<file path="src/ahcp_pkg.sv">
`timescale 1ns / 1ps
`default_nettype none
package ahcp_pkg;
    localparam int OffsetBitsDefault = 32;

    localparam logic [31:0] TAG_FORM = 32'h464F524D;
    localparam logic [31:0] TAG_AIFF = 32'h41494646;
    localparam logic [31:0] TAG_AIFC = 32'h41494643;
    localparam logic [31:0] TAG_FVER = 32'h46564552;
    localparam logic [31:0] TAG_COMM = 32'h434F4D4D;
    localparam logic [31:0] TAG_SSND = 32'h53534E44;
    localparam logic [31:0] TAG_APCM = 32'h4150434D;
    localparam logic [31:0] VERSION_WORD = 32'hA2805140;
    localparam logic [31:0] CODE_NONE = 32'h454E4F4E;
    localparam logic [31:0] CODE_RAW = 32'h20776172;

    localparam logic [2:0] ST_OK = 3'd0;
    localparam logic [2:0] ST_NOT_AIFF = 3'd1;
    localparam logic [2:0] ST_BAD_VLEN = 3'd2;
    localparam logic [2:0] ST_BAD_VER = 3'd3;
    localparam logic [2:0] ST_SHORT_COMM = 3'd4;
    localparam logic [2:0] ST_TRUNC = 3'd5;
    localparam logic [2:0] ST_NO_COMM = 3'd6;
    localparam logic [2:0] ST_NO_SOUND = 3'd7;

    typedef enum logic [2:0] {
        PH_HEADER, PH_PREAMBLE, PH_VERSION, PH_COMMON, PH_SKIP
    } t_phase;

    typedef struct packed {
        logic [7:0]  data_byte;
        logic        stream_end;
    } t_in;

    typedef struct packed {
        logic [2:0]  status;
        logic [15:0] channels;
        logic [31:0] frame_count;
        logic [15:0] bits_per_sample;
        logic [31:0] sample_rate;
        logic [31:0] format_code;
        logic        compressed_form;
        logic [31:0] data_start;
        logic [32:0] data_end;
        logic [31:0] bytes_per_second;
        logic [31:0] duration_seconds;
    } t_out;

    // controller -> datapath commands
    typedef struct packed {
        logic start;     // latch finished parse, begin end-of-file arithmetic
        logic deliver;   // result taken, clear
    } t_cmd;

    typedef struct packed {
        logic done;      // arithmetic finished, result ready
    } t_sts;
endpackage
`default_nettype wire

</file>
<file path="src/ahcp_if.sv">
`timescale 1ns / 1ps
`default_nettype none
interface ahcp_in_if import ahcp_pkg::*; ();
    logic valid;
    logic ready;
    t_in  data;
    modport source (output valid, output data, input ready);
    modport sink (input valid, input data, output ready);
endinterface

interface ahcp_out_if import ahcp_pkg::*; ();
    logic valid;
    logic ready;
    t_out data;
    modport source (output valid, output data, input ready);
    modport sink (input valid, input data, output ready);
endinterface
`default_nettype wire

</file>
<file path="src/aiff_header_chunk_parser.sv">
`timescale 1ns / 1ps
`default_nettype none
// Channel   Dir  Payload
// in_ch     in   data_byte[8], stream_end[1]
// out_ch    out  one result per stream_end
// Data bytes are taken one per cycle while in the run state; none are taken while the
// arithmetic runs or the result waits. An end marker starts the end-of-file arithmetic:
// a multiply by bytes per sample, a multiply by channels, a check, the serial divider and a load.
// The result waits in its register until taken; then the parser rearms.
// Reset (synchronous, active low) returns the parser to the header phase.
module aiff_header_chunk_parser import ahcp_pkg::*; #(
    parameter int OFFSET_BITS = OffsetBitsDefault
) (
    input  wire logic i_clk,
    input  wire logic i_rst_n,
    ahcp_in_if.sink   in_ch,
    ahcp_out_if.source out_ch
);
    logic w_byte_en, w_clear, w_aifc, w_sound;
    t_cmd w_cmd;
    t_sts w_sts;
    logic [2:0] w_status;
    logic [15:0] w_ch, w_bits;
    logic [31:0] w_frames, w_mant, w_fmt, w_dstart, w_len;
    logic [32:0] w_dend;
    logic [7:0] w_exp;

    ahcp_ctrl u_ctrl (
        .i_clk(i_clk), .i_rst_n(i_rst_n), .i_in_valid(in_ch.valid),
        .i_in_end(in_ch.data.stream_end), .i_out_ready(out_ch.ready), .i_sts(w_sts),
        .o_in_ready(in_ch.ready), .o_out_valid(out_ch.valid), .o_byte_en(w_byte_en),
        .o_clear(w_clear), .o_cmd(w_cmd)
    );

    ahcp_parse #(.OFFSET_BITS(OFFSET_BITS)) u_parse (
        .i_clk(i_clk), .i_rst_n(i_rst_n), .i_byte_en(w_byte_en),
        .i_byte(in_ch.data.data_byte), .i_clear(w_clear), .o_status(w_status),
        .o_aifc(w_aifc), .o_ch(w_ch), .o_bits(w_bits), .o_frames(w_frames),
        .o_mant(w_mant), .o_exp(w_exp), .o_fmt(w_fmt), .o_dstart(w_dstart),
        .o_dend(w_dend), .o_len(w_len), .o_sound(w_sound)
    );

    ahcp_datapath u_dp (
        .i_clk(i_clk), .i_rst_n(i_rst_n), .i_cmd(w_cmd), .i_status(w_status),
        .i_aifc(w_aifc), .i_ch(w_ch), .i_bits(w_bits), .i_frames(w_frames),
        .i_mant(w_mant), .i_exp(w_exp), .i_fmt(w_fmt), .i_dstart(w_dstart),
        .i_dend(w_dend), .i_len(w_len), .i_sound(w_sound),
        .o_sts(w_sts), .o_res(out_ch.data)
    );
endmodule
`default_nettype wire

</file>
<file path="src/ahcp_parse.sv">
`timescale 1ns / 1ps
`default_nettype none
// Byte-wise chunk walker; captures header fields.
module ahcp_parse import ahcp_pkg::*; #(
    parameter int OFFSET_BITS = OffsetBitsDefault
) (
    input  wire logic        i_clk,
    input  wire logic        i_rst_n,
    input  wire logic        i_byte_en,
    input  wire logic [7:0]  i_byte,
    input  wire logic        i_clear,
    output logic [2:0]       o_status,
    output logic             o_aifc,
    output logic [15:0]      o_ch,
    output logic [15:0]      o_bits,
    output logic [31:0]      o_frames,
    output logic [31:0]      o_mant,
    output logic [7:0]       o_exp,
    output logic [31:0]      o_fmt,
    output logic [31:0]      o_dstart,
    output logic [32:0]      o_dend,
    output logic [31:0]      o_len,
    output logic             o_sound
);
    t_phase r_ph;
    logic [OFFSET_BITS-1:0] r_off;
    logic [31:0] r_tag, r_clen;
    logic [32:0] r_left;
    logic [3:0]  r_cnt;
    logic        r_aifc, r_halt, r_sound;
    logic [2:0]  r_err;
    logic [15:0] r_ch, r_bits;
    logic [31:0] r_frames, r_mant, r_fmt, r_len, r_dstart;
    logic [32:0] r_dend;
    logic [7:0]  r_exp;
    logic [32:0] w_idx;
    logic [31:0] w_ntag, w_nlen;
    logic [OFFSET_BITS:0] w_ds;

    assign w_idx  = {1'b0, r_clen} - r_left;
    assign w_ntag = {r_tag[23:0], i_byte};
    assign w_nlen = {r_clen[23:0], i_byte};
    // body offset counts the current byte, sound data starts eight past it
    assign w_ds   = {1'b0, r_off} + (OFFSET_BITS+1)'(9);

    always_ff @(posedge i_clk) begin
        if (!i_rst_n || i_clear) begin
            r_ph <= PH_HEADER; r_off <= '0; r_tag <= '0; r_clen <= '0;
            r_left <= '0; r_cnt <= '0; r_aifc <= 1'b0; r_halt <= 1'b0;
            r_sound <= 1'b0; r_err <= ST_OK;
            r_ch <= '0; r_bits <= 16'd16; r_frames <= '0; r_mant <= '0;
            r_exp <= '0; r_fmt <= CODE_RAW; r_len <= '0; r_dstart <= '0;
            r_dend <= '0;
        end else if (i_byte_en) begin
            r_off <= r_off + 1'b1;
            if (!r_halt) begin
                unique case (r_ph)
                    PH_HEADER: begin
                        r_tag <= w_ntag;
                        if (r_cnt == 4'd11) r_cnt <= '0;
                        else r_cnt <= r_cnt + 1'b1;
                        if (r_cnt == 4'd3 && w_ntag != TAG_FORM) begin
                            r_halt <= 1'b1; r_err <= ST_NOT_AIFF;
                        end else if (r_cnt == 4'd11) begin
                            if (w_ntag == TAG_AIFC) begin
                                r_aifc <= 1'b1; r_ph <= PH_PREAMBLE;
                            end else if (w_ntag == TAG_AIFF) begin
                                r_ph <= PH_PREAMBLE;
                            end else begin
                                r_halt <= 1'b1; r_err <= ST_NOT_AIFF;
                            end
                        end
                    end
                    PH_PREAMBLE: begin
                        if (r_cnt < 4'd4) r_tag <= w_ntag;
                        else r_clen <= w_nlen;
                        if (r_cnt == 4'd7) begin
                            r_cnt <= '0;
                            if (r_tag == TAG_FVER) begin
                                if (w_nlen != 32'd4) begin
                                    r_halt <= 1'b1; r_err <= ST_BAD_VLEN;
                                end else begin
                                    r_tag <= '0; r_left <= 33'd4; r_ph <= PH_VERSION;
                                end
                            end else if (r_tag == TAG_COMM) begin
                                if (w_nlen < (r_aifc ? 32'd22 : 32'd18)) begin
                                    r_halt <= 1'b1; r_err <= ST_SHORT_COMM;
                                end else begin
                                    r_left <= {1'b0, w_nlen}; r_ph <= PH_COMMON;
                                    r_ch <= '0; r_frames <= '0; r_bits <= '0;
                                    r_exp <= 8'd30; r_mant <= '0;
                                    if (r_aifc) r_fmt <= '0;
                                end
                            end else begin
                                if (r_tag == TAG_SSND || r_tag == TAG_APCM) begin
                                    r_dstart <= 32'(w_ds[OFFSET_BITS-1:0]);
                                    r_dend <= 33'(w_ds[OFFSET_BITS-1:0]) + {1'b0, w_nlen};
                                    r_len <= w_nlen; r_sound <= 1'b1;
                                end
                                r_left <= {1'b0, w_nlen} + {32'd0, r_aifc & w_nlen[0]};
                                if (w_nlen == 0 && !(r_aifc & w_nlen[0])) r_ph <= PH_PREAMBLE;
                                else r_ph <= PH_SKIP;
                            end
                        end else begin
                            r_cnt <= r_cnt + 1'b1;
                        end
                    end
                    PH_VERSION: begin
                        r_tag <= w_ntag;
                        r_left <= r_left - 1'b1;
                        if (r_left == 33'd1) begin
                            if (w_ntag == VERSION_WORD) begin
                                r_aifc <= 1'b1; r_ph <= PH_PREAMBLE;
                            end else begin
                                r_halt <= 1'b1; r_err <= ST_BAD_VER;
                            end
                        end
                    end
                    PH_COMMON: begin
                        // fields bytewise, big-endian, fmt LE; drop rest
                        if (w_idx < 33'd22) begin
                            case (w_idx[4:0])
                                5'd0: r_ch[15:8] <= i_byte;
                                5'd1: r_ch[7:0] <= i_byte;
                                5'd2: r_frames[31:24] <= i_byte;
                                5'd3: r_frames[23:16] <= i_byte;
                                5'd4: r_frames[15:8] <= i_byte;
                                5'd5: r_frames[7:0] <= i_byte;
                                5'd6: r_bits[15:8] <= i_byte;
                                5'd7: r_bits[7:0] <= i_byte;
                                5'd9: r_exp <= 8'd30 - i_byte;
                                5'd10: r_mant[31:24] <= i_byte;
                                5'd11: r_mant[23:16] <= i_byte;
                                5'd12: r_mant[15:8] <= i_byte;
                                5'd13: r_mant[7:0] <= i_byte;
                                5'd18: if (r_aifc) r_fmt[7:0] <= i_byte;
                                5'd19: if (r_aifc) r_fmt[15:8] <= i_byte;
                                5'd20: if (r_aifc) r_fmt[23:16] <= i_byte;
                                5'd21: if (r_aifc) r_fmt[31:24] <= i_byte;
                                default: ;
                            endcase
                        end
                        if (r_left == 33'd1) begin
                            if (r_aifc & r_clen[0]) begin
                                r_left <= 33'd1; r_ph <= PH_SKIP;
                            end else begin
                                r_left <= '0; r_ph <= PH_PREAMBLE;
                            end
                        end else begin
                            r_left <= r_left - 1'b1;
                        end
                    end
                    default: begin
                        if (r_left <= 33'd1) begin
                            r_left <= '0; r_ph <= PH_PREAMBLE;
                        end else begin
                            r_left <= r_left - 1'b1;
                        end
                    end
                endcase
            end
        end
    end

    always_comb begin
        if (r_halt) o_status = r_err;
        else if (r_ph == PH_HEADER) o_status = ST_NOT_AIFF;
        else if (r_ph == PH_VERSION || r_ph == PH_COMMON) o_status = ST_TRUNC;
        else o_status = ST_OK;
    end
    assign o_aifc = r_aifc;
    assign o_ch = r_ch;
    assign o_bits = r_bits;
    assign o_frames = r_frames;
    assign o_mant = r_mant;
    assign o_exp = r_exp;
    assign o_fmt = (r_fmt == CODE_NONE) ? CODE_RAW : r_fmt;
    assign o_dstart = r_dstart;
    assign o_dend = r_dend;
    assign o_len = r_len;
    assign o_sound = r_sound;
endmodule
`default_nettype wire

</file>
<file path="src/ahcp_datapath.sv">
`timescale 1ns / 1ps
`default_nettype none
// End-of-file arithmetic: rate, bytes per second, serial division.
module ahcp_datapath import ahcp_pkg::*; (
    input  wire logic        i_clk,
    input  wire logic        i_rst_n,
    input  wire t_cmd        i_cmd,
    input  wire logic [2:0]  i_status,
    input  wire logic        i_aifc,
    input  wire logic [15:0] i_ch,
    input  wire logic [15:0] i_bits,
    input  wire logic [31:0] i_frames,
    input  wire logic [31:0] i_mant,
    input  wire logic [7:0]  i_exp,
    input  wire logic [31:0] i_fmt,
    input  wire logic [31:0] i_dstart,
    input  wire logic [32:0] i_dend,
    input  wire logic [31:0] i_len,
    input  wire logic        i_sound,
    output t_sts             o_sts,
    output t_out             o_res
);
    logic [2:0]  r_step;
    logic [5:0]  r_bit;
    logic [31:0] r_rate, r_bps, r_quo, r_rem_len;
    logic [32:0] r_rem;
    logic [47:0] r_prod;
    logic        r_busy, r_done;
    logic [2:0]  r_status;
    logic        r_cf;
    t_out        r_res;
    t_out        w_res;
    logic [31:0] w_sh, w_rnd;
    logic [32:0] w_try;

    assign w_sh  = (i_exp >= 8'd32) ? 32'd0 : (i_mant >> i_exp[4:0]);
    assign w_rnd = (i_exp == 8'd0 || i_exp > 8'd32) ? 32'd0
                 : 32'((i_mant >> (i_exp[5:0] - 6'd1)) & 32'd1);
    assign w_try = {r_rem[31:0], r_rem_len[31]};

    // zero every field but status and form unless the parse is good
    always_comb begin
        w_res = '0;
        w_res.status = r_status;
        w_res.compressed_form = r_cf;
        if (r_status == ST_OK) begin
            w_res.channels = i_ch;
            w_res.frame_count = i_frames;
            w_res.bits_per_sample = i_bits;
            w_res.sample_rate = r_rate;
            w_res.format_code = i_fmt;
            w_res.data_start = i_dstart;
            w_res.data_end = i_dend;
            w_res.bytes_per_second = r_bps;
            w_res.duration_seconds = r_quo;
        end
    end

    always_ff @(posedge i_clk) begin
        if (!i_rst_n || i_cmd.deliver) begin
            r_busy <= 1'b0; r_done <= 1'b0; r_step <= '0;
        end else if (i_cmd.start) begin
            r_busy <= 1'b1; r_step <= 3'd0;
            r_status <= i_status;
            r_cf <= i_aifc;
            r_rate <= (i_exp == 8'd0) ? i_mant : w_sh + w_rnd;
        end else if (r_busy) begin
            case (r_step)
                3'd0: begin
                    r_prod <= 48'(r_rate) * 48'({3'd0, i_bits[15:3]});
                    r_step <= 3'd1;
                end
                3'd1: begin
                    r_bps <= 32'(r_prod[31:0] * i_ch);
                    r_step <= 3'd2;
                end
                3'd2: begin
                    if (r_status == ST_OK && r_bps == 0)
                        r_status <= ST_NO_COMM;
                    else if (r_status == ST_OK && !i_sound)
                        r_status <= ST_NO_SOUND;
                    r_rem <= '0; r_rem_len <= i_len; r_quo <= '0; r_bit <= '0;
                    r_step <= 3'd3;
                end
                3'd3: begin
                    if (w_try >= {1'b0, r_bps}) begin
                        r_rem <= w_try - {1'b0, r_bps};
                        r_quo <= {r_quo[30:0], 1'b1};
                    end else begin
                        r_rem <= w_try;
                        r_quo <= {r_quo[30:0], 1'b0};
                    end
                    r_rem_len <= {r_rem_len[30:0], 1'b0};
                    r_bit <= r_bit + 1'b1;
                    if (r_bit == 6'd31) r_step <= 3'd4;
                end
                default: begin
                    r_res <= w_res;
                    r_busy <= 1'b0; r_done <= 1'b1;
                end
            endcase
        end
    end

    assign o_sts.done = r_done;
    assign o_res = r_res;
endmodule
`default_nettype wire

</file>
<file path="src/ahcp_ctrl.sv">
`timescale 1ns / 1ps
`default_nettype none
// Request sequencer: bytes pass straight to the parser; end marker runs arithmetic.
module ahcp_ctrl import ahcp_pkg::*; (
    input  wire logic i_clk,
    input  wire logic i_rst_n,
    input  wire logic i_in_valid,
    input  wire logic i_in_end,
    input  wire logic i_out_ready,
    input  wire t_sts i_sts,
    output logic      o_in_ready,
    output logic      o_out_valid,
    output logic      o_byte_en,
    output logic      o_clear,
    output t_cmd      o_cmd
);
    typedef enum logic [1:0] {S_RUN, S_CALC, S_SHOW} t_state;
    t_state r_state;

    always_ff @(posedge i_clk) begin
        if (!i_rst_n) begin
            r_state <= S_RUN;
        end else begin
            unique case (r_state)
                S_RUN:  if (i_in_valid && i_in_end) r_state <= S_CALC;
                S_CALC: if (i_sts.done) r_state <= S_SHOW;
                default: if (i_out_ready) r_state <= S_RUN;
            endcase
        end
    end

    assign o_in_ready  = (r_state == S_RUN);
    assign o_byte_en   = o_in_ready && i_in_valid && !i_in_end;
    assign o_cmd.start = o_in_ready && i_in_valid && i_in_end;
    assign o_out_valid = (r_state == S_SHOW);
    assign o_cmd.deliver = o_out_valid && i_out_ready;
    assign o_clear     = o_cmd.deliver;
endmodule
`default_nettype wire
</file>
<file path="src/flat_wrapper.sv">
// flat-port wrapper written by rule: the top's interface ports become plain ports
module aiff_header_chunk_parser_flat import ahcp_pkg::*;
#(
    parameter int OFFSET_BITS = OffsetBitsDefault
)
  (i_clk, i_rst_n, in_ch_valid, in_ch_data, in_ch_ready, out_ch_valid, out_ch_data, out_ch_ready);
  ahcp_in_if in_ch_i ();
  ahcp_out_if out_ch_i ();
  input  wire logic i_clk;
  input  wire logic i_rst_n;
  input wire logic [$bits(in_ch_i.valid)-1:0] in_ch_valid;
  input wire logic [$bits(in_ch_i.data)-1:0] in_ch_data;
  output wire logic [$bits(in_ch_i.ready)-1:0] in_ch_ready;
  output wire logic [$bits(out_ch_i.valid)-1:0] out_ch_valid;
  output wire logic [$bits(out_ch_i.data)-1:0] out_ch_data;
  input wire logic [$bits(out_ch_i.ready)-1:0] out_ch_ready;
  assign in_ch_i.valid = in_ch_valid;
  assign in_ch_i.data = in_ch_data;
  assign in_ch_ready = in_ch_i.ready;
  assign out_ch_valid = out_ch_i.valid;
  assign out_ch_data = out_ch_i.data;
  assign out_ch_i.ready = out_ch_ready;
  aiff_header_chunk_parser #(.OFFSET_BITS(OFFSET_BITS)) u_core (.i_clk(i_clk), .i_rst_n(i_rst_n), .in_ch(in_ch_i), .out_ch(out_ch_i));
endmodule
</file>
<file path="config.mk">
export PLATFORM = sky130hd
export DESIGN_NAME = aiff_header_chunk_parser_flat
export DESIGN_NICKNAME = d
export VERILOG_FILES = /design/src/ahcp_pkg.sv /design/src/ahcp_if.sv /design/src/aiff_header_chunk_parser.sv /design/src/ahcp_parse.sv /design/src/ahcp_datapath.sv /design/src/ahcp_ctrl.sv /design/src/flat_wrapper.sv
export SDC_FILE = /design/constraint.sdc
export NUM_CORES = 2
export LEC_CHECK = 0
export BUFFER_PORTS_ARGS = -buffer_cell sky130_fd_sc_hd__buf_2
export CORE_AREA = 3 3 331 398
export DETAILED_ROUTE_END_ITERATION = 7
export DIE_AREA = 0 0 334 401
export HOLD_SLACK_MARGIN = 0.05
export MAX_ROUTING_LAYER = met4
export PLACE_DENSITY = 0.67
export SLEW_MARGIN = 20
export SYNTH_ARGS = -nofsm -noshare
export SYNTH_HDL_FRONTEND = slang
export SYNTH_SLANG_ARGS = --single-unit
</file>
<file path="constraint.sdc">
create_clock -name i_clk -period 35.9 [get_ports i_clk]
set_input_delay 5.385 -clock i_clk [delete_from_list [all_inputs] [get_ports i_clk]]
set_output_delay 5.385 -clock i_clk [all_outputs]
set_load 0.01 [all_outputs]
</file>
# [Word level (Yosys, flattened, before mapping)]
# Index checks and enable logic that the tools add are counted.
[word_totals] ff_bits=845 latchBits=0 mem_bits_rw=0 rom_bits=0 in_bits=13 out_inout_bits=263 word_cells=385 memories=0
[classes] addsub=12 mul=2 div=0 order_cmp=7 n_eq_ne=82 shifts=2 muxes=139 n_bitwise=11 reduce_logical=75
[op_table] cell="$mux W32" count=19
[op_table] cell="$pmux W32 S2" count=7
[op_table] cell="$mux W33" count=7
[op_table] cell="$eq A32 B31 Y1 const B" count=7
[op_table] cell="$mux W8" count=23
[op_table] cell="$pmux W33 S4" count=1
[op_table] cell="$reduce_and A9 Y1" count=13
[op_table] cell="$mux W3" count=36
[op_table] cell="$mux W16" count=6
[op_table] cell="$logic_not A32 Y1" count=2
[op_table] cell="$pmux W16 S2" count=2
[op_table] cell="$reduce_and A11 Y1" count=4
[op_table] cell="$ne A2 B1 Y1 const B" count=18
[op_table] cell="$add A32 B1 Y33" count=1
[op_table] cell="$add A32 B32 Y33" count=1
[op_table] cell="$eq A33 B1 Y1 const B" count=1
[op_table] cell="$ge A33 B32 Y1" count=1
[op_table] cell="$le A33 B1 Y1 const B" count=1
[op_table] cell="$lt A33 B5 Y1 const B" count=1
[op_table] cell="$sub A32 B33 Y33" count=1
[op_table] cell="$sub A33 B1 Y33 const B" count=1
[op_table] cell="$add A32 B1 Y32" count=1
[op_table] cell="$add A32 B1 Y32 const B" count=1
[op_table] cell="$add A32 B4 Y32 const B" count=1
[op_table] cell="66 further kinds" count=174

# [Logic depth before layout (Yosys ltp)]
[logic_depth] word_depth=8 depth_mapped=26 mapped_depth_nobuf=24

# [By module]
# Synthesis repeated with hierarchy kept, for this count alone.
[hier_totals] hier_cells=6964 area_unflattened_um2=64918.5
[modules_own_cells] mod="ahcp_datapath" instances=1 cells_per_inst=4227 area_per_inst_um2=43883.3 seq_area_each_um2=14003.4
[modules_own_cells] mod="ahcp_parse" instances=1 cells_per_inst=2720 area_per_inst_um2=20892.5 seq_area_each_um2=7507.2
[modules_own_cells] mod="ahcp_ctrl" instances=1 cells_per_inst=17 area_per_inst_um2=142.6 seq_area_each_um2=40.0

# [Worst setup path after synthesis]
# OpenSTA, ideal clock, no wires.
[synth_path] kind="input port to flip-flop" start="input port out_ch_ready" end="register u_core.u_dp.r_res, in the netlist u_core.u_dp.o_res[0] (enable)" setup_time_ns=0.891 t_arrival_ns=16.725 required_ns=35.009 path_slack_ns=18.284 cell_stages=5 path_buffers=1 path_cell_list="nand2_1 > and2_1 > clkbuf_1 > nand3_1 > nor2_1"
[synth_between] elab_chain_cells=4
[synth_lines] element="start, declared" line_no="flat_wrapper.sv:16" rtl="input wire logic [$bits(out_ch_i.ready)-1:0] out_ch_ready;"
[synth_lines] element="$logic_and A1 B1 Y1" line_no="ahcp_ctrl.sv:36" rtl="assign o_cmd.deliver = o_out_valid && i_out_ready;"
[synth_lines] element="$logic_or A1 B1 Y1" line_no="ahcp_datapath.sv:60" rtl="if (!i_rst_n || i_cmd.deliver) begin"
[synth_lines] element="$not A1 Y1 (no source line)"
[synth_lines] element="$reduce_and A4 Y1 (no source line)"
[synth_lines] element="end signal, assigned" line_no="ahcp_datapath.sv:98" rtl="r_res <= w_res;"
[synth_lines] element="end, declared" line_no="ahcp_datapath.sv:31" rtl="t_out r_res;"
# No other way between the ends.
# A chain may end at the register's enable or synchronous reset.

# [Final worst setup path]
[layout_path] start="input port in_ch_data[0]" end="register u_core.u_parse.r_fmt[20]"
[layout_between] elab_chain_cells=3
[layout_lines] element="start, declared" line_no="flat_wrapper.sv:12" rtl="input wire logic [$bits(in_ch_i.data)-1:0] in_ch_data;"
[layout_lines] element="$logic_not A1 Y1" line_no="ahcp_ctrl.sv:33" rtl="assign o_byte_en = o_in_ready && i_in_valid && !i_in_end;"
[layout_lines] element="$logic_and A1 B1 Y1" line_no="ahcp_ctrl.sv:33"
[layout_lines] element="$reduce_and A11 Y1 (no source line)"
[layout_lines] element="end signal, assigned" line_no="ahcp_parse.sv:138" rtl="5'd20: if (r_aifc) r_fmt[23:16] <= i_byte;"
[layout_lines] element="end, declared" line_no="ahcp_parse.sv:33" rtl="logic [31:0] r_frames, r_mant, r_fmt, r_len, r_dstart;"
# No other way between the ends.

==> metrics.md <==
| Metric | Value |
|---|---|
| Slew HR | 24.2% |
| EDFF count, synth | 463 |
| Status | finished clean |
| Mapped Area | 64000 sq um |
| Initial Util | 49.9% |
| Mean post-synth cell area | 9.37 sq um |
| Worst setup EP type | register |
| Seq/Total Area, Yosys | 33.7% |
| Compound-cell area share of the yosys netlist | 9.64% |
| R2r setup slk | 28.70 ns |
| F_max | 112 MHz |
| Min-delay src | u_core.u_parse.o_dstart[26] |
| Setup violators final | 0 |
| Area delta synth->final | 9.25% |
| WL/cell | 21.7 um |
| Final Slew Violations | 0 |
| Reg power frac | 50.4% |
| Mux cell area share after synthesis | 4.35% |
| Cell Chain, Critical Path | buf_2 > nor4b_4 > nand2b_1 > a21o_1 > a211o_1 > nor4_1 > nand4_1 > or4_4 > nor4b_4 > buf_4 > o21ai_1 > a21o_1 |
| Gr usage total | 28.8% |
| Hold Path Class | reg -> reg |
| Overflow after GRT | 0 |
| Dpl cells | 8509 |
| CTS buffer count | 88 |
| Final hold violation count | 0 |
| H-tree depth | 3 |
| Post-CTS setup repair buffer count | 0 |
| Synthesized instance count | 6830 |
| Post-DP HPWL | 137 mm |
| Post-CTS Resized | 0 |
| Vias in the first global route | 49700 |
| Root buffer cell | clkbuf_16 |
| Reg2reg path depth | 19 |
| Worst-margin pin slew | 1.14 ns |
| Setup Crit Path Kind | in -> reg |
| Ys async rst share | 0% |
| Combinational fraction of design power | 2.2% |
| Vias | 50400 |
| Top-Level Pins | 276 |
| First-pass GRT wire length | 293 mm |
| Most used DFF post-synth | edfxtp_1 |
| Hold path endpoint | u_core.u_parse.o_dstart[26] |
| Clock Pin Slew Worst Setup and Hold Paths | 0.06 ns |
| Adder-cell share of the synthesized area | 22.1% |
| Slowest stage delay, CP | 0.59 ns |
| DRT iter0 DRCs | 4560 |
| CTS Buffer Depth | 3 |
| Critical-path maximum fanout | 38 |
| Routed wire length | 189 mm |
| Clk pwr share | 47.4% |
| Antenna violations before repair | 9 |
| Die Ht | 401 um |
| Die area | 134000 sq um |
| Post-synthesis simple-gate area fraction | 20.2% |
| Nets | 7728 |
| Clk_lat worst skew | 0.73 ns |
| CTS tree | done |
| Largest net degree at the start of global routing | 112 |
| Placer congestion estimate | 0.966 |
| Port bufs | 275 |
| Pwr/cell area | 29.1 nW/um^2 |
| Non-filler instance count after layout | 8682 |
| Crit path arrival time | 9.49 ns |
| NetSw | 0.000458 W |
| Post-route DRC | 0 |
| Cts hold-fix bufs | 0 |
| Reg-to-reg critical path startpoint | u_core.u_dp.r_rate[5] |
| Crit start category | input port |
| 1st-pass router iterations | 6 |
| Die Span X | 334 um |
| Hold path cells | 2 |
| RSZ-0062 raised after global routing | no |
| Largest family of logic cells by synthesized area | adder cells |
| Critical Path RT | 36.50 ns |
| Num rows | 144 |
| Slowest-stage cell, CP | buf_4 |
| Net Count, Synth | 7637 |
| Buf/Inv on CP | 2 |
| Placeable Area | 128000 sq um |
| FF+latch count, synth | 845 |
| Clk_skew | 0.0776 ns |
| Largest delay share family, worst path | simple AND/OR/NAND/NOR gates |
| R2R Path End | u_core.u_dp.r_prod[31] |
| Share of layout cells above drive strength 1 | 9.38% |
| Post-Synth XOR/XNOR Area | 3.67% |
| Unique masters post-synth | 100 |
| Via-to-Cell Ratio | 5.80 |
| Fin crit period | 8.89 ns |
| Internal power | 0.00158 W |
| IR drop worst, VDD | 0.0334 mV |
| CTS Sinks | 845 |
| Final Cycle Share | 24.8% |
| Yosys warning count | 0 |
| Setup TNS Final | 0 ns |
| Max-Cap Viols | 0 |
| Antenna Nets Post-Route | 0 |
| Minimum hold slack | 0.447 ns |
| Fraction of power spent switching nets | 22.5% |
| Static Leak | 28.5 nW |
==> power groups by stage <==
stage	sequential [W]	clock, W	combinational, W
3_3_place_gp	0.00105	0	0.0000426
5_1_grt	0.00103	0.00102	0.0000483
4_1_cts	0.00103	0.000982	0.0000436
6_report	0.00103	0.000965	0.0000446
2_1_floorplan	0.00104	0	0.0000315
3_5_place_dp	0.00105	0	0.0000435
==> cell usage in the layout (no fill, tap or decap), drive strengths merged, types with 51 or more instances in the layout <==
cell type / instances
mux2i: 152
mux4: 51
inv: 709
nor2: 302
buf: 366
nor3: 79
a21o: 78
nand3: 103
fa: 564
nand4: 54
a21oi: 373
edfxtp: 463
o21ai: 196
dfxtp: 382
clkbuf: 116
ha: 230
and3: 58
xnor2: 181
xor2: 87
and2: 557
nand2: 1242
==> kinds of logic after synthesis <==
group                    count (synthesis)
XOR/XNOR                               268
AO/OA/AOI/OAI                          964
AND/OR/NAND/NOR                       2677
flip-flops                             845
adder cells (fa/ha/maj)                794
buffers and inverters                 1069
multiplexers                           213
==> sequential cells by signal (all words and copies together), names as in the netlist, 32 cells and up <==
signal,flops
u_core.u_dp.o_res,261
u_core.u_dp.r_bps,32
u_core.u_dp.r_prod,32
u_core.u_dp.r_quo,32
u_core.u_dp.r_rate,32
u_core.u_dp.r_rem,32
u_core.u_dp.r_rem_len,32
u_core.u_parse.o_dend,33
u_core.u_parse.o_dstart,32
u_core.u_parse.o_frames,32
u_core.u_parse.o_len,32
u_core.u_parse.o_mant,32
u_core.u_parse.r_clen,32
u_core.u_parse.r_fmt,32
u_core.u_parse.r_left,33
u_core.u_parse.r_off,32
u_core.u_parse.r_tag,32
==> worst max path at each step <==
| stage | startpoint | to | slack (ns) | cells after the start |
|---|---|---|---|---|
| floorplan | out_ch_ready | u_core.u_dp.o_res[0] | 18.28 | 5 |
| global placement | in_ch_data[0] | u_core.u_parse.r_fmt[22] | 26.46 | 12 |
| detailed placement | in_ch_data[0] | u_core.u_parse.r_fmt[17] | 26.38 | 12 |
| CTS | in_ch_data[0] | u_core.u_parse.r_fmt[20] | 27.15 | 12 |
| global route | in_ch_data[0] | u_core.u_parse.r_fmt[18] | 26.89 | 12 |
| finish | in_ch_data[0] | u_core.u_parse.r_fmt[20] | 27.01 | 12 |
==> cell usage after synthesis, types with 51 or more instances <==
cell      count  area, sq um
nor2_1      300         1130
mux4_2       51         1150
a21o_1       78          586
nand2_1    1242         4660
ha_1        230         2880
nand3_1     103          515
a21oi_1     371         1860
clkbuf_1    320         1200
fa_1        564        11300
and3_1       58          363
xor2_1       87          762
and2_1      555         3470
o21ai_0     186          931
inv_1       702         2640
edfxtp_1    463        13900
nand4_1      54          338
mux2i_1     152         1520
dfxtp_1     382         7650
nor3_1       79          395
xnor2_1     181         1590
==> area by class of cell <==
cell class | instances | area [sq um]
multi-input cells | 4916 | 38500
clock inverters | 48 | 652
clock buffers | 116 | 2400
inverters | 704 | 2640
diodes | 8 | 20.0
well taps | 1679 | 2100
fillers | 11600 | 58300
flip-flops and latches | 845 | 21600
repair buffers | 366 | 2080
==> metal layers <==
layer	GRT usage [%]	share of wire, %
met5	-	0
met1	39.0	42
met2	45.2	47
met3	3.68	7.2
met4	9.54	3.4
==> worst min-delay path: stages (launching register included) <==
cell and delay, ns:
dfxtp_1 0.31, nand2_1 0.05, a21oi_1 0.05
==> through the flow <==
step,setup WS (ns),util (%),total power [W],area [sq um]
2_1_floorplan,18.28,-,0.00107,64000
3_3_place_gp,26.46,52.1,0.00109,66800
5_1_grt,26.89,54.5,0.00209,69900
3_5_place_dp,26.38,52.1,0.00109,66800
6_report,27.01,54.5,0.00204,69900
4_1_cts,27.15,54.5,0.00205,69900
No activity file was read; power rests on OpenSTA's default activity.
